**src/lid_pkg.sv**
```systemverilog
`timescale 1ns / 1ps
// ----------------------------------------------------------------------------
// lid_pkg
// Shared constants, types and the sine reference table of the demodulator.
// ----------------------------------------------------------------------------
package lid_pkg;

  localparam int BLOCK_LENGTH = 300;
  localparam int REF_PERIOD   = 100;
  localparam int POS_W        = $clog2(BLOCK_LENGTH);
  localparam int REF_W        = $clog2(REF_PERIOD);
  localparam int SAMPLE_W     = 12;
  localparam int SUM_W        = 21;
  localparam int MEAN_W       = 20;
  localparam int DIVD_W       = SUM_W + 8;
  // mean = floor(x * MEAN_RECIP / 2^MEAN_SHIFT), exact for every x below 2^DIVD_W
  localparam int MEAN_SHIFT   = DIVD_W + POS_W;
  localparam int MEAN_RECIP_W = DIVD_W + 1;
  localparam int MEAN_PROD_W  = DIVD_W + MEAN_RECIP_W;
  localparam int SINE_W       = 16;
  localparam int OUT_W        = 37;
  localparam int FILT_W       = 53;
  localparam int COEF_W       = 31;
  localparam int GAIN_W       = 16;
  localparam int CFG_IDX_W    = 2;

  localparam logic [MEAN_RECIP_W-1:0] MEAN_RECIP = MEAN_RECIP_W'(
    ((64'd1 << MEAN_SHIFT) + 64'(BLOCK_LENGTH) - 64'd1) / 64'(BLOCK_LENGTH));

  localparam logic [CFG_IDX_W-1:0] REG_POLE     = 2'd0;
  localparam logic [CFG_IDX_W-1:0] REG_IN_GAIN  = 2'd1;
  localparam logic [CFG_IDX_W-1:0] REG_OUT_GAIN = 2'd2;

  localparam logic [COEF_W-1:0] POLE_RESET     = 31'd2146471910;
  localparam logic [COEF_W-1:0] IN_GAIN_RESET  = 31'd505870;
  localparam logic [GAIN_W-1:0] OUT_GAIN_RESET = 16'd23170;

  typedef struct packed {
    logic [SAMPLE_W-1:0] sample;
    logic [MEAN_W-1:0]   mean;
    logic [POS_W-1:0]    pos;
    logic [REF_W-1:0]    ref_idx;
    logic                last;
  } lid_item_t;

  typedef logic signed [SINE_W-1:0] sine_lut_t [REF_PERIOD];

  // sin(pi/2 * r/P) in Q1.15 by a Taylor series in Q30
  function automatic logic [63:0] quarter_sine(input logic [63:0] r);
    logic [63:0] f, x, x2, t, s;
    f  = (r << 30) / REF_PERIOD;
    x  = (f * 64'd1686629713) >> 30;
    x2 = (x * x) >> 30;
    t  = 64'd1073741824 - x2 / 72;
    t  = 64'd1073741824 - ((x2 * t) >> 30) / 42;
    t  = 64'd1073741824 - ((x2 * t) >> 30) / 20;
    t  = 64'd1073741824 - ((x2 * t) >> 30) / 6;
    s  = (((x * t) >> 30) + 64'd16384) >> 15;
    if (s > 64'd32767) begin
      s = 64'd32767;
    end
    return s;
  endfunction

  function automatic sine_lut_t build_sine_lut();
    sine_lut_t   lut;
    logic [63:0] q, quad, r, v;
    for (int k = 0; k < REF_PERIOD; k++) begin
      q    = 64'(4 * k);
      quad = q / REF_PERIOD;
      r    = q % REF_PERIOD;
      v    = quad[0] ? quarter_sine(64'(REF_PERIOD) - r) : quarter_sine(r);
      lut[k] = quad[1] ? -$signed(v[SINE_W-1:0]) : $signed(v[SINE_W-1:0]);
    end
    return lut;
  endfunction

  localparam sine_lut_t SINE_LUT = build_sine_lut();

endpackage

```
**src/lid_fifo.sv**
```systemverilog
`timescale 1ns / 1ps
// ----------------------------------------------------------------------------
// lid_fifo
// Four-entry queue of classified words between front and back.
// ----------------------------------------------------------------------------
module lid_fifo (
  input  logic              clk,
  input  logic              rst_n,
  input  logic              push,
  input  lid_pkg::lid_item_t push_data,
  output logic              full,
  input  logic              pop,
  output lid_pkg::lid_item_t pop_data,
  output logic              empty
);
  import lid_pkg::*;

  lid_item_t  slot_r [4];
  logic [1:0] wr_ptr_r, rd_ptr_r;
  logic [2:0] count_r;

  assign full     = (count_r == 3'd4);
  assign empty    = (count_r == 3'd0);
  assign pop_data = slot_r[rd_ptr_r];

  always_ff @(posedge clk) begin
    if (push) begin
      slot_r[wr_ptr_r] <= push_data;
    end
  end

  always_ff @(posedge clk) begin
    if (!rst_n) begin
      wr_ptr_r <= '0;
      rd_ptr_r <= '0;
      count_r  <= '0;
    end else begin
      if (push) begin
        wr_ptr_r <= wr_ptr_r + 2'd1;
      end
      if (pop) begin
        rd_ptr_r <= rd_ptr_r + 2'd1;
      end
      count_r <= count_r + 3'(push) - 3'(pop);
    end
  end

endmodule

```
**config.mk**
```make
export PLATFORM = sky130hd
export DESIGN_NAME = lid_fifo
export DESIGN_NICKNAME = d
export VERILOG_FILES = /design/src/lid_pkg.sv /design/src/lid_fifo.sv
export SDC_FILE = /design/constraint.sdc
export NUM_CORES = 1
export LEC_CHECK = 0
export BUFFER_PORTS_ARGS = -buffer_cell sky130_fd_sc_hd__buf_2
export CORE_MARGIN = 2
export CORE_UTILIZATION = 29
export CTS_CLUSTER_DIAMETER = 60
export CTS_CLUSTER_SIZE = 16
export DETAILED_ROUTE_END_ITERATION = 6
export GPL_TIMING_DRIVEN = 0
export HOLD_SLACK_MARGIN = 0.05
export SYNTH_ARGS = -nofsm -noshare
export SYNTH_HDL_FRONTEND = slang
export SYNTH_SLANG_ARGS = --single-unit
```
**constraint.sdc**
```tcl
create_clock -name clk -period 3.4 [get_ports clk]
set_clock_uncertainty 0.1 [all_clocks]
set_input_delay 0.68 -clock clk [delete_from_list [all_inputs] [get_ports clk]]
set_output_delay 0.68 -clock clk [all_outputs]
set_load 0.01 [all_outputs]
```
# --- Word-level counts from Yosys, hierarchy flattened ---
# Memories as Yosys holds them, arrays and structs flattened. A register that Yosys moved wholly into a read port is not among the register bits.
# Cells that the tools add are included.
classes:
  n_addsub: 4
  n_eq_ne: 1
  muxes: 4
  n_reduce_logical: 1
ops:
  columns: ["cell", "count"]
  rows:
  - ["$add A2 B1 Y2 const B", 2]
  - ["$mux W2", 2]
  - ["$add A3 B1 Y3", 1]
  - ["$eq A3 B3 Y1 const B", 1]
  - ["$logic_not A3 Y1", 1]
  - ["$sub A3 B1 Y3", 1]
  - ["$mux W1", 2]
totals:
  register_bits: 7
  mem_bits_rw: 196
  in_bits: 53
  elab_cells: 14
  memories: 1
memory_table:
  columns: ["name", "depth", "word_bits", "read_ports", "rd_clocked_by_memory_dff", "write_ports", "line", "source"]
  rows:
  - ["slot_r", 4, 49, 1, 1, 1, "lid_fifo.sv:18", "lid_item_t slot_r [4];"]

# --- Depth between registers and ports, before layout ---
logic_depth:
  depth_word: 3
  ltp_mapped: 7
  depth_no_buf: 7

# --- Worst setup path before layout ---
# No wires, ideal clock.
synth_timing:
  kind: "input -> register"
  start: "input port push"
  end: "memory slot_r[0][0] (netlist name) (enable)"
  arrival_ns: 1.852
  setup_slack_ns: 1.036
  stages: 1
  n_path_buf: 0
  path_cell_list: "and2_1"
synth_via:
  elab_chain_cells: 2
synth_rtl:
  columns: ["item", "line", "source"]
  rows:
  - ["from (decl)", "lid_fifo.sv:9", "input logic push,"]
  - ["$mux W1", "lid_fifo.sv:27", "if (push) begin"]
  - ["$mux W1 (implied by the code)", "lid_fifo.sv:28", "slot_r[wr_ptr_r] <= push_data;"]
  - ["to (decl)", "lid_fifo.sv:18", null]
# Every way passes these cells.

==> results.md <==
- The clock network accounts for 37.9% of the total power.
- After detailed routing, the average wire length per cell comes to 18.8 microns.
- The count of cells resized by post-cts repair is 0.
- Based on the critical path, the design can be clocked at up to 0.352 GHz.
- The nature of the critical path endpoint is a primary output.
- In the global route stage, overall resource usage came out at 10.8%.
- The compound-gate portion of the synthesized area is 0.199%.
- The top fanout value on the critical path is 10.
- By instance count, the cell type seen most on the critical path is sky130_fd_sc_hd__buf_2.
- Among cell families on the critical path, the largest total delay comes from buffers and inverters.
- Buffers added to address setup during post-CTS repair amount to 0.
- In the routed design, unresolved DRC markers number 0.
- The number of rows in the core area is 58.
- The iteration count of the initial detailed-routing pass is 4.
- Yosys printed 0 warnings.
- Relative to the synthesized area, the layout overhead comes to 20.8%.
- The final hold violation count is 0.
- After the first detailed-routing iteration, the DRC count stood at 262.
- After synthesis the netlist holds a flip-flop and latch count of 205.
- The finished layout holds 766 standard cells, fillers aside.
- At the worst endpoint, the required time is 2.62 ns.
- The multi-input gate area in the final layout is 1360 sq um.
- The switching share of total power is 23.1%.
- The run finished with clean final reports.
- The number of nets in the synthesized netlist is 359.
- The global-route wire length before repair is 21.9 mm.
- The share of synthesized area in the top cell type comes to 78.1%.
- Setup repair after global routing left no endpoint under its margin.
- The number of hold buffers added after CTS was 0.
- The tightest slew margin relative to the limit is 44.5%.
- The worst min-delay path category is input pin to flip-flop.
- The horizontal extent of the die is 165 microns.
- Data on the critical path arrives at its endpoint at 2.06 ns.
- In this run, flip-flops and latches consume 52.1% of the power.
- The number of nets in the layout is 484.
- The netlist area before placement is 7530 sq um.
- The critical path start-end classification is flip-flop to primary output.
- 104 I/O pins were placed.
- In the layout the commonest cells are sky130_fd_sc_hd__edfxtp_1 (196), sky130_fd_sc_hd__buf_2 (105), sky130_fd_sc_hd__mux4_2 (47), sky130_fd_sc_hd__clkbuf_16 (21), sky130_fd_sc_hd__dfxtp_1 (9).
- VDD sags by at most 394 uV.
- The die area is 27300 sq um.
- The placeable core region is 25300 sq um.
- After synthesis, the netlist uses 22 different library cells.
- In this run, the combinational gates consume 10.1% of the power.
- The worst setup path is launched from a flip-flop.
- The later pin in the worst-skew pair is clocked with a latency of 0.48 ns.
- Walking the worst path, the cells encountered are buf_2 -> buf_2 -> mux4_2 -> buf_2.
- The worst-path cell with the longest stage delay is sky130_fd_sc_hd__dfxtp_1.
- Once detail routing completed, the nets flagged for antenna violations numbered 0.
- The clock drives 205 sinks.
- For this configuration, the core starts out at a cell density of 29.8%.
- The aggregate global routing overflow is 0.
- The analysis attributes to net switching a power of 0.00130 W.
- Summing the areas of all fa, ha and maj instances in the mapped netlist gives 1.26% of the synthesized area.
- Hold is met by 0.296 ns.
- The measured slew at the worst slew-check pin is 0.833 ns.
- The share of the synthesized netlist area taken by xor and xnor gates is 0.548%.
- The final max-slew violation count is 0.
- The share of synthesized area spent on multiplexers is 14.9%.
- The layout has 2338 filler cells.
- By area, the combinational part of the netlist is dominated by multiplexers.
- After synthesis, the cell types taking the most area are sky130_fd_sc_hd__edfxtp_1 (78%), sky130_fd_sc_hd__mux4_2 (14%), sky130_fd_sc_hd__dfxtp_1 (2.4%).
- For this design the ratio of total power to cell area is 619 nW/um^2.
- Max-cap violations in this run came to 0.
- After layout, the worst path uses 83.7% of the clock period.
- For the finished layout, the period the worst path requires is 2.84 ns.
- The maximum number of pins on one net before global-route repair is 50.
- Summing the areas of all and, or, nand and nor instances in the mapped netlist gives 0.996% of the synthesized area.
- The total CTS buffers is 20.
- For this run, the slowest stage of the critical path takes 0.38 ns.
- The most area-hungry cell type in the Yosys netlist is sky130_fd_sc_hd__edfxtp_1.
- In the final layout, the share of cells above drive strength 1 is 43.9%.
- The maximum root-to-sink buffer count is 3.
- The die is 165 microns tall.
- The detailed-placement wirelength estimate is 8.56 mm.
- The via count of the first global-routing pass is 3791.
- Summing the sequential cell areas from Yosys gives 80.5% of the chip area.
- Setup violations remaining at the end of the flow were counted as 0.
- Clock-pin slew was measured on the worst setup and hold paths at 0.07 ns.
- The routed wire length is 14.4 mm.
- The number of vias after detailed routing is 3424.
- The library cell used as clock root buffer is sky130_fd_sc_hd__clkbuf_16.
- The initial antenna violation count is 1.
- The most frequent standard cell in the layout excluding fill and tap cells is sky130_fd_sc_hd__edfxtp_1.
- The maximum level of the CTS H-tree is 1.
- A synthesized cell averages 25.2 sq um.
- For this design the static power due to leakage is 3.06 nW.
- Port buffering added 103 buffers.
- The total area of sequential cells is 6070 sq um.
- At the end of routability-driven placement, the weighted congestion stood at 0.669.
- The clock tree from TritonCTS is yes.
- The internal power of the cells totals 0.00434 W.
- In the routed layout, each cell is associated on average with a via count of 4.47.
- Counting tap cells, the placed design contains a total of 732 instances.
- The number of buffers and inverters on the critical path is 3.
- The number of instances in the synthesized netlist is 299.
[power by group through the flow]
stage	Combinational, W	Clock, W	Sequential (W)
after floorplan	0.000348	0	0.00298
after global placement	0.000563	0	0.00299
after detailed placement	0.000587	0	0.00299
after CTS	0.000588	0.00221	0.00294
after global routing	0.000628	0.00231	0.00294
final	0.000567	0.00213	0.00293
[worst paths after layout]
| check | from | end | slack, ns | cells after the start |
|---|---|---|---|---|
| setup / recovery | flip-flop | pop_data[42] | 0.56 | 4 |
| hold / removal | push_data[22] | slot_r[1][22] | 0.30 | 1 |
| hold reg to reg | wr_ptr_r[1] | wr_ptr_r[1] | 0.47 | 2 |
| setup reg to reg | count_r[0] | count_r[2] | 1.49 | 7 |
[per-layer routing]
| layer | vias to the layer above | track usage [%] | part of all wire, % |
|---|---|---|---|
| li1 | 1509 | - | - |
| met1 | 1780 | 13.3 | 42 |
| met2 | 112 | 18.4 | 49 |
| met3 | 23 | 3.27 | 7.4 |
| met4 | 0 | 2.77 | 1.6 |
| met5 | - | 0 | 0 |
[sequential cells by signal (all words and copies together), names as in the netlist, named ones only]
name / flops
count_r: 3
rd_ptr_r: 2
slot_r: 196
wr_ptr_r: 2
[cell type report]
type / count / area share (%)
sequential: 205 / 66.6
multi-input combinational: 76 / 14.9
clock buffer: 26 / 5.98
timing repair buffer: 103 / 5.66
tap: 330 / 4.54
buffer: 11 / 1.04
clock inverter: 7 / 0.894
inverter: 7 / 0.289
antenna: 1 / 0.0275
[Yosys cell counts]
library cell / instances
sky130_fd_sc_hd__a21oi_1: 1
sky130_fd_sc_hd__dfxtp_1: 9
sky130_fd_sc_hd__mux2i_1: 1
sky130_fd_sc_hd__nand3b_1: 1
sky130_fd_sc_hd__buf_2: 2
sky130_fd_sc_hd__ha_1: 6
sky130_fd_sc_hd__and3_1: 1
sky130_fd_sc_hd__mux4_2: 47
sky130_fd_sc_hd__xnor2_1: 2
sky130_fd_sc_hd__nor3_1: 1
sky130_fd_sc_hd__a21bo_2: 1
sky130_fd_sc_hd__buf_4: 3
sky130_fd_sc_hd__buf_6: 1
sky130_fd_sc_hd__fa_1: 1
sky130_fd_sc_hd__buf_12: 2
sky130_fd_sc_hd__inv_1: 7
sky130_fd_sc_hd__nor2_1: 5
sky130_fd_sc_hd__buf_1: 3
sky130_fd_sc_hd__and2_1: 6
sky130_fd_sc_hd__edfxtp_1: 196
sky130_fd_sc_hd__xor3_1: 1
sky130_fd_sc_hd__mux4_1: 2
[metrics by stage]
step           util (%)  area (sq um)  TNS, ns  power (W)  setup slack [ns]
6_report           35.9          9100        0    0.00564             0.555
5_1_grt            35.9          9100        0    0.00588             0.411
4_1_cts            35.9          9100        0    0.00573             0.453
3_5_place_dp       33.5          8470        0    0.00358             0.994
3_3_place_gp       33.4          8460   -28.69    0.00355            -0.157
2_1_floorplan         -          7530        0    0.00333              1.04
[cell families (layout without fill, tap and decap cells)]
| family | after synthesis | count (layout) |
|---|---|---|
| muxes | 50 | 50 |
| DFF | 205 | 205 |
| buffers and inverters | 18 | 154 |
| adders and majority gates | 7 | 7 |
| other | 0 | 1 |
| AOI/OAI and AO/OA | 2 | 2 |
| xor gates and xnor gates | 3 | 3 |
| and+or+nand+nor | 14 | 14 |
No activity file was read; power rests on OpenSTA's default activity.
