### config.mk
export PLATFORM = sky130hd
export DESIGN_NAME = lid_front
export DESIGN_NICKNAME = d
export VERILOG_FILES = /design/src/lid_pkg.sv /design/src/lid_ram.sv /design/src/lid_front.sv
export SDC_FILE = /design/constraint.sdc
export NUM_CORES = 2
export LEC_CHECK = 0
export BUFFER_PORTS_ARGS = -buffer_cell sky130_fd_sc_hd__buf_2
export CAP_MARGIN = 20
export CORE_UTILIZATION = 45
export DETAILED_ROUTE_END_ITERATION = 7
export PLACE_DENSITY = 0.65
export SLEW_MARGIN = 30
export SYNTH_ARGS = -nofsm -noshare
export SYNTH_HDL_FRONTEND = slang
export SYNTH_SLANG_ARGS = --single-unit
### constraint.sdc
create_clock -name clk -period 11.85 [get_ports clk]
set_input_delay 0 -clock clk [delete_from_list [all_inputs] [get_ports clk]]
set_output_delay 0 -clock clk [all_outputs]
set_load 0.02 [all_outputs]
### src/lid_pkg.sv
`timescale 1ns / 1ps
// ----------------------------------------------------------------------------
// lid_pkg
// Shared constants, types and the sine reference table of the demodulator.
// ----------------------------------------------------------------------------
package lid_pkg;

  localparam int BLOCK_LENGTH = 300;
  localparam int REF_PERIOD   = 100;
  localparam int POS_W        = $clog2(BLOCK_LENGTH);
  localparam int REF_W        = $clog2(REF_PERIOD);
  localparam int SAMPLE_W     = 12;
  localparam int SUM_W        = 21;
  localparam int MEAN_W       = 20;
  localparam int DIVD_W       = SUM_W + 8;
  // mean = floor(x * MEAN_RECIP / 2^MEAN_SHIFT), exact for every x below 2^DIVD_W
  localparam int MEAN_SHIFT   = DIVD_W + POS_W;
  localparam int MEAN_RECIP_W = DIVD_W + 1;
  localparam int MEAN_PROD_W  = DIVD_W + MEAN_RECIP_W;
  localparam int SINE_W       = 16;
  localparam int OUT_W        = 37;
  localparam int FILT_W       = 53;
  localparam int COEF_W       = 31;
  localparam int GAIN_W       = 16;
  localparam int CFG_IDX_W    = 2;

  localparam logic [MEAN_RECIP_W-1:0] MEAN_RECIP = MEAN_RECIP_W'(
    ((64'd1 << MEAN_SHIFT) + 64'(BLOCK_LENGTH) - 64'd1) / 64'(BLOCK_LENGTH));

  localparam logic [CFG_IDX_W-1:0] REG_POLE     = 2'd0;
  localparam logic [CFG_IDX_W-1:0] REG_IN_GAIN  = 2'd1;
  localparam logic [CFG_IDX_W-1:0] REG_OUT_GAIN = 2'd2;

  localparam logic [COEF_W-1:0] POLE_RESET     = 31'd2146471910;
  localparam logic [COEF_W-1:0] IN_GAIN_RESET  = 31'd505870;
  localparam logic [GAIN_W-1:0] OUT_GAIN_RESET = 16'd23170;

  typedef struct packed {
    logic [SAMPLE_W-1:0] sample;
    logic [MEAN_W-1:0]   mean;
    logic [POS_W-1:0]    pos;
    logic [REF_W-1:0]    ref_idx;
    logic                last;
  } lid_item_t;

  typedef logic signed [SINE_W-1:0] sine_lut_t [REF_PERIOD];

  // sin(pi/2 * r/P) in Q1.15 by a Taylor series in Q30
  function automatic logic [63:0] quarter_sine(input logic [63:0] r);
    logic [63:0] f, x, x2, t, s;
    f  = (r << 30) / REF_PERIOD;
    x  = (f * 64'd1686629713) >> 30;
    x2 = (x * x) >> 30;
    t  = 64'd1073741824 - x2 / 72;
    t  = 64'd1073741824 - ((x2 * t) >> 30) / 42;
    t  = 64'd1073741824 - ((x2 * t) >> 30) / 20;
    t  = 64'd1073741824 - ((x2 * t) >> 30) / 6;
    s  = (((x * t) >> 30) + 64'd16384) >> 15;
    if (s > 64'd32767) begin
      s = 64'd32767;
    end
    return s;
  endfunction

  function automatic sine_lut_t build_sine_lut();
    sine_lut_t   lut;
    logic [63:0] q, quad, r, v;
    for (int k = 0; k < REF_PERIOD; k++) begin
      q    = 64'(4 * k);
      quad = q / REF_PERIOD;
      r    = q % REF_PERIOD;
      v    = quad[0] ? quarter_sine(64'(REF_PERIOD) - r) : quarter_sine(r);
      lut[k] = quad[1] ? -$signed(v[SINE_W-1:0]) : $signed(v[SINE_W-1:0]);
    end
    return lut;
  endfunction

  localparam sine_lut_t SINE_LUT = build_sine_lut();

endpackage

### src/lid_ram.sv
`timescale 1ns / 1ps
// ----------------------------------------------------------------------------
// lid_ram
// Generic one-write, one-read RAM with registered read data.
// ----------------------------------------------------------------------------
module lid_ram #(
  parameter int WIDTH = 8,
  parameter int DEPTH = 16
) (
  input  logic                     clk,
  input  logic                     wr_en,
  input  logic [$clog2(DEPTH)-1:0] wr_addr,
  input  logic [WIDTH-1:0]         wr_data,
  input  logic                     rd_en,
  input  logic [$clog2(DEPTH)-1:0] rd_addr,
  output logic [WIDTH-1:0]         rd_data
);

  logic [WIDTH-1:0] mem [DEPTH];

  always_ff @(posedge clk) begin
    if (wr_en) begin
      mem[wr_addr] <= wr_data;
    end
    if (rd_en) begin
      rd_data <= mem[rd_addr];
    end
  end

endmodule

### src/lid_front.sv
`timescale 1ns / 1ps
// ----------------------------------------------------------------------------
// lid_front
// Accepts samples, stores them, tracks position and forms the block mean.
// ----------------------------------------------------------------------------
module lid_front (
  input  logic                          clk,
  input  logic                          rst_n,
  input  logic                          in_valid,
  output logic                          in_ready,
  input  logic [lid_pkg::SAMPLE_W-1:0]  in_sample,
  output logic                          push,
  output lid_pkg::lid_item_t            push_data,
  input  logic                          full
);
  import lid_pkg::*;

  localparam logic [1:0] F_IDLE = 2'd0;
  localparam logic [1:0] F_READ = 2'd1;
  localparam logic [1:0] F_DIV  = 2'd2;

  logic [1:0]             state_r, state_nxt;
  logic [SAMPLE_W-1:0]    sample_r;
  logic [POS_W-1:0]       pos_r, pos_nxt;
  logic [REF_W-1:0]       ref_r, ref_nxt;
  logic [SUM_W-1:0]       sum_r, sum_nxt;
  logic [MEAN_W-1:0]      mean_r, mean_nxt;
  logic                   ready_blk_r, ready_blk_nxt;
  logic [DIVD_W-1:0]      divd_r, divd_nxt;
  logic [MEAN_PROD_W-1:0] mean_prod;
  logic [SAMPLE_W-1:0]    rd_data;
  logic                   accept, last, commit;

  assign in_ready = (state_r == F_IDLE);
  assign accept   = in_valid && in_ready;
  assign last     = (pos_r == POS_W'(BLOCK_LENGTH - 1));
  assign commit   = (state_r == F_READ) && (!ready_blk_r || !full);
  assign push     = commit && ready_blk_r;

  assign push_data = '{sample: rd_data, mean: mean_r, pos: pos_r,
                       ref_idx: ref_r, last: last};

  lid_ram #(.WIDTH(SAMPLE_W), .DEPTH(BLOCK_LENGTH)) u_store (
    .clk     (clk),
    .wr_en   (commit),
    .wr_addr (pos_r),
    .wr_data (sample_r),
    .rd_en   (accept),
    .rd_addr (pos_r),
    .rd_data (rd_data)
  );

  // divide by the block length as a multiply by its scaled reciprocal
  assign mean_prod = MEAN_PROD_W'(divd_r) * MEAN_PROD_W'(MEAN_RECIP);

  always_comb begin
    state_nxt     = state_r;
    pos_nxt       = pos_r;
    ref_nxt       = ref_r;
    sum_nxt       = sum_r;
    mean_nxt      = mean_r;
    ready_blk_nxt = ready_blk_r;
    divd_nxt      = divd_r;
    unique case (state_r)
      F_IDLE: begin
        if (accept) begin
          state_nxt = F_READ;
        end
      end
      F_READ: begin
        if (commit) begin
          if (last) begin
            // mean = (sum*256 + N/2) / N
            divd_nxt  = {sum_r + SUM_W'(sample_r), 8'd0} + DIVD_W'(BLOCK_LENGTH / 2);
            sum_nxt   = '0;
            pos_nxt   = '0;
            ref_nxt   = '0;
            state_nxt = F_DIV;
          end else begin
            sum_nxt   = sum_r + SUM_W'(sample_r);
            pos_nxt   = pos_r + POS_W'(1);
            ref_nxt   = (ref_r == REF_W'(REF_PERIOD - 1)) ? '0 : ref_r + REF_W'(1);
            state_nxt = F_IDLE;
          end
        end
      end
      F_DIV: begin
        mean_nxt      = mean_prod[MEAN_SHIFT+MEAN_W-1:MEAN_SHIFT];
        ready_blk_nxt = 1'b1;
        state_nxt     = F_IDLE;
      end
      default: state_nxt = F_IDLE;
    endcase
  end

  always_ff @(posedge clk) begin
    if (accept) begin
      sample_r <= in_sample;
    end
    divd_r <= divd_nxt;
  end

  always_ff @(posedge clk) begin
    if (!rst_n) begin
      state_r     <= F_IDLE;
      pos_r       <= '0;
      ref_r       <= '0;
      sum_r       <= '0;
      mean_r      <= '0;
      ready_blk_r <= 1'b0;
    end else begin
      state_r     <= state_nxt;
      pos_r       <= pos_nxt;
      ref_r       <= ref_nxt;
      sum_r       <= sum_nxt;
      mean_r      <= mean_nxt;
      ready_blk_r <= ready_blk_nxt;
    end
  end

endmodule

# Yosys cells after proc, flatten, opt, wreduce, memory -nomap -nowiden
# Memories as Yosys holds them, arrays and structs flattened. A register that Yosys moved wholly into a read port is not among the register bits.
# Index checks and enable logic that the tools add are counted.
[op_classes] addsub=4 mul=1 n_eq_ne=6 n_mux=10 reduce_logical=10
[op_table] op="$mul A29 B29 Y57 const B" count=1
[op_table] op="$add A29 B8 Y29 const B" count=1
[op_table] op="$add A21 B12 Y21" count=1
[op_table] op="$mux W21" count=1
[op_table] op="$mux W7" count=2
[op_table] op="$add A9 B1 Y9 const B" count=1
[op_table] op="$eq A9 B9 Y1 const B" count=1
[op_table] op="$mux W9" count=1
[op_table] op="$add A7 B1 Y7 const B" count=1
[op_table] op="$eq A7 B7 Y1 const B" count=1
[op_table] op="$mux W2" count=3
[op_table] op="$pmux W2 S2" count=1
[op_table] op="$reduce_and A2 Y1" count=2
[op_table] op="$logic_and A1 B1 Y1" count=3
[op_table] op="$reduce_and A3 Y1" count=1
[op_table] op="$eq A2 B1 Y1 const B" count=1
[op_table] op="$eq A2 B2 Y1 const B" count=1
[op_table] op="$logic_not A1 Y1" count=2
[op_table] op="$logic_not A2 Y1" count=1
[op_table] op="$mux W1" count=2
[op_table] op="$ne A2 B1 Y1 const B" count=1
[op_table] op="$ne A2 B2 Y1 const B" count=1
[op_table] op="$logic_or A1 B1 Y1" count=1
[totals] reg_bits=101 ram_bits=3600 inputBits=16 out_inout_bits=51 wordCells=40 n_memories=1
[mem_list] name="u_store.mem" depth=300 width=12 rd=1 rd_ports_with_merged_regs=1 write_ports=1 line="lid_ram.sv:19" rtl="logic [WIDTH-1:0] mem [DEPTH];"

# Depth between registers and ports, before layout
[logic_depth] word_depth=5 ltp_mapped=25

# Modules after synthesis
# Synthesis repeated with hierarchy kept, for this count alone.
[hier_totals] hier_cells=7915 area_unflattened_um2=155268.9
[by_module_without_submodules] module="lid_ram" instances=1 cells_per_inst=6358 area_per_inst_um2=139741.5
[by_module_without_submodules] module="lid_front" instances=1 cells_per_inst=1557 area_per_inst_um2=15527.4

# Least setup slack after synthesis
# OpenSTA, ideal clock, no wires.
[synth_path] kind="flip-flop to flip-flop" from="register divd_r[16]" to="register mean_r[13]" t_arrival_ns=6.633 setup_slack_ns=5.095 stages_incl_launch_ff=21 n_path_buf=0 synth_period_minus_slack_ns=6.755 cell_sequence="edfxtp_1 fa_1 inv_1 fa_1 inv_1 fa_1 fa_1 fa_1 fa_1 fa_1 ha_1 ha_1 a21o_1 o21bai_1 a2111oi_0 a211o_1 o21ai_0 or3b_1 a211oi_1 nor3_1 a311o_1"
[synth_between] elab_chain_cells=1
[synth_rtl] item="from (decl)" line="lid_front.sv:29" rtl="logic [DIVD_W-1:0] divd_r, divd_nxt;"
[synth_rtl] item="from (signal assigned)" line="lid_front.sv:100" rtl="divd_r <= divd_nxt;"
[synth_rtl] item="$mul A29 B29 Y57" line="lid_front.sv:54" rtl="assign mean_prod = MEAN_PROD_W'(divd_r) * MEAN_PROD_W'(MEAN_RECIP);"
[synth_rtl] item="to (signal assigned)" line="lid_front.sv:116" rtl="mean_r <= mean_nxt;"
[synth_rtl] item="to (decl)" line="lid_front.sv:27" rtl="logic [MEAN_W-1:0] mean_r, mean_nxt;"
# No other way between the ends.
# A chain may end at the register's enable or synchronous reset.

# Worst setup path after layout
[layout_path] from="register divd_r[8]" to="register mean_r[15]"
# The elaborated chain is that of the path after synthesis.

==> results by group <==
Run status
  – Status: finished, final reports clean

Drt
  – Via density per instance: 5.94
  – DRC errors left: 0
  – Post-route ant nets: 0
  – DRT iter0 DRCs: between 8000 and 9000
  – Vias post-DR: ~74000
  – Routed WL: 381000 um
  – Drt first pass iters: 6
  – Wire per inst: 30.4 um

Synth
  – Synth cell count leaders: edfxtp_1, mux4_2, inv_1, nor2_1, ha_1
  – Asr flop ratio synth: 0%
  – Syn Nets: roughly 7800
  – Register area share after synthesis: a little under three quarters
  – Synth Area in Adders: ~5.6%
  – Post-Syn Area per Cell: 21.3 um2
  – Post-synthesis compound-gate area fraction: under 10%
  – Post-synth EDFFs: between 3000 and 4000
  – Syn Std Cell Area: between 0.15 and 0.2 mm2
  – Largest family of logic cells by synthesized area: multiplexers
  – Synthesized-area fraction occupied by xor and xnor cells: less than 1%
  – Simple-Gate Fraction of Synth Area: slightly below 2%
  – Top-count cell post-synth: edfxtp_1
  – Yosys warnings: 0
  – Top cells by area, synth: edfxtp_1, mux4_2, fa_1
  – Yosys reg bits: around 3700
  – Synth unique cells: 72
  – Main synth FF type: edfxtp_1
  – Mux cell area share after synthesis: around 17%
  – Synthesized instance count: 7250
  – Share of the synthesized area in the top cell type: between 70 and 80%
  – Synth area leader: edfxtp_1

Global routing
  – Largest net degree at the start of global routing: 224
  – Number of global-route vias before repair: 76200
  – Global route total overflow: 0
  – First-pass GRT wire length: 553000 um
  – Antenna violations before repair: 10
  – Total GRT Usage: around 22%

Critical path
  – Most used cell, CP: fa_1
  – WP data required: around 13 ns
  – Crit path buffers/inverters: 2
  – CP max FO: 15
  – Crit-path slowest cell: edfxtp_1
  – Startpoint Class: flip-flop
  – Cell family with most CP delay: adder cells
  – WP data arrival: approximately 8.6 ns
  – Largest stage delay, worst path: ~0.82 ns
  – Crit-path cells: inv_1 -> ha_1 -> xor2_1 -> xnor2_1 -> fa_1 -> inv_1 -> fa_1 -> fa_1 -> fa_1 -> fa_1 -> ha_1 -> ha_1 -> a21o_1 -> a2111oi_0 -> a211o_1 -> o21ai_0 -> nor4b_1 -> o31ai_1 -> and2_1 -> o31ai_1
  – Crit path kind: reg2reg
  – Worst Setup End Kind: flip-flop

Die
  – Starting Density: ~45%
  – Top Ports: between 60 and 70
  – Die Footprint: between 0.3 and 0.4 mm2
  – Row Count: 214
  – CORE AREA: about 0.34 mm2
  – Die height: ~590 um
  – Die Wd: 587 um

Cells and area
  – Finished Core Util: about 51%
  – Register area: 0.111 mm2
  – Nets: between 8000 and 9000
  – Area grow syn2layout: 12.7%
  – Fillers: between 20000 and 30000
  – Area used by multi-input combinational logic: around 0.041 mm2
  – Final std cells w/o fill: ~13000
  – Layout cells sized above 1: between 20% and 30%

Run
  – Max Cap Violations: 0

Timing
  – Final period utilization: between 60% and 70%
  – Final hold violations: 0
  – Final setup fails: 0
  – Worst slew pin tran: 1.04 ns
  – Fmax: roughly 130 MHz
  – Final min period: between 7 and 8 ns
  – RSZ-0062 raised after global routing: false
  – Slew headroom: approximately 31%
  – TNS Setup: 0 ns
  – Final setup margin: 4.09 ns
  – Pins Over Slew Limit: 0
  – Clk_skew: between 0.09 and 0.1 ns

Clocking
  – CTS resizes: 0
  – CTS root buf: clkbuf_16
  – TritonCTS Sinks: ~3700
  – CTS buffer count: 374
  – H-tree levels: 5
  – Worst-case clock buffer depth: 4
  – Clock Latency Late Sink: ~0.96 ns
  – CTS clk-pin slew, worst paths: about 0.060 ns
  – Setup bufs post-CTS: 0
  – TritonCTS clock tree: built

Worst hold path
  – Worst hold path type: in2reg

Placed design
  – Placed insts: between 10000 and 15000
  – Pre-CTS WS: approximately 4.0 ns
  – Post-DP HPWL: 229000 um
  – Port Buf Inserts: 66
  – Final GP Congestion: approximately 0.84

Power
  – VDD IR max: 132 uV
  – Leak pwr: approximately 55 nW
  – Pwr Density: 154 mW/mm2
through the flow:
step                total power, W  area, um2  hold WS (ns)
finish                      0.0268     174000         0.329
global placement            0.0156     161000         0.179
floorplan                   0.0154     154000        0.0989
detailed placement          0.0157     161000         0.183
global route                0.0275     174000         0.355
CTS                         0.0270     173000         0.272
where the power goes:
part	total [W]	switching (W)	internal, W
clock network	0.0114	0.00499	0.00644
registers	0.0144	0.0000158	0.0144
logic	0.000972	0.000591	0.000381
total	0.0268	0.00560	0.0212
logic make-up (layout without fill, tap and decap cells):
kind of cell             count (synthesis)  in the layout
flip-flops                            3705           3705
multiplexers                          1198           1198
buffers and inverters                  728           1443
AND/OR/NAND/NOR                        686            686
adder cells (fa/ha/maj)                546            546
AO/OA/AOI/OAI                          336            336
XOR/XNOR                                51             51
other                                    0              5
what timing repair did:
item                                    in CTS  in global routing
hold endpoints to repair                    81                  0
hold buffers                                29                  0
endpoints found under the setup margin       0                  0
cell usage in the layout, fill, tap and decap left out, drive strengths merged, types with 21 or more instances in the layout:
cell,instances
edfxtp,3645
mux4,1112
clkbuf,451
inv,383
nor2,364
buf,360
ha,302
fa,244
clkinv,184
nand2,126
mux2i,68
a21oi,67
o21ai,67
dfxtp,60
nand3,54
a21o,42
dlygate4sd3,29
nand4,28
xnor2,26
xor2,25
o211ai,25
bufinv,25
nor2b,22
o221ai,21
flip-flops by register name, summed over array words and instances, names as in the netlist:
name,count
pos_r,9
ref_r,7
u_store.mem,3600
ready_blk_r,1
u_store.rd_data,12
sum_r,21
divd_r,21
sample_r,12
state_r,2
mean_r,20
worst min-delay path, delay by kind of cell:
| family | cells | cell delay (ns) |
|---|---|---|
| buffers and inverters | 3 | 0.93 |
| AOI/OAI and AO/OA | 1 | 0.21 |
layer usage:
layer | GRT usage [%] | wire length, um | vias up
met2 | 35.9 | 187000 | 3172
met5 | 0 | 6 | -
met3 | 3.58 | 29400 | 563
met4 | 7.13 | 12600 | 2
li1 | - | - | 30500
met1 | 30.6 | 152000 | 40100
cell type report:
| class | instances | area share (%) |
|---|---|---|
| sequential | 3705 | 63.7 |
| antenna | 5 | 0.00720 |
| clock buffer | 451 | 5.62 |
| clock inverter | 232 | 1.17 |
| tap | 4536 | 3.27 |
| multi-input combinational | 2817 | 23.5 |
| timing repair buffer | 389 | 1.96 |
| inverter | 371 | 0.801 |
path summary, 6_finish.rpt:
path | start | to | slack [ns] | depth (start not counted)
min reg2reg | mean_r[15]$_SDFFE_PN0N_ | mean_r[15]$_SDFFE_PN0N_ | 0.47 | 2
max | divd_r[8]$_DFFE_PP_ | mean_r[15]$_SDFFE_PN0N_ | 4.09 | 20
min | rst_n | ref_r[1]$_SDFFE_PN0P_ | 0.33 | 4
max reg2reg | divd_r[8]$_DFFE_PP_ | mean_r[15]$_SDFFE_PN0N_ | 4.09 | 20
No activity file was read; power rests on OpenSTA's default activity.
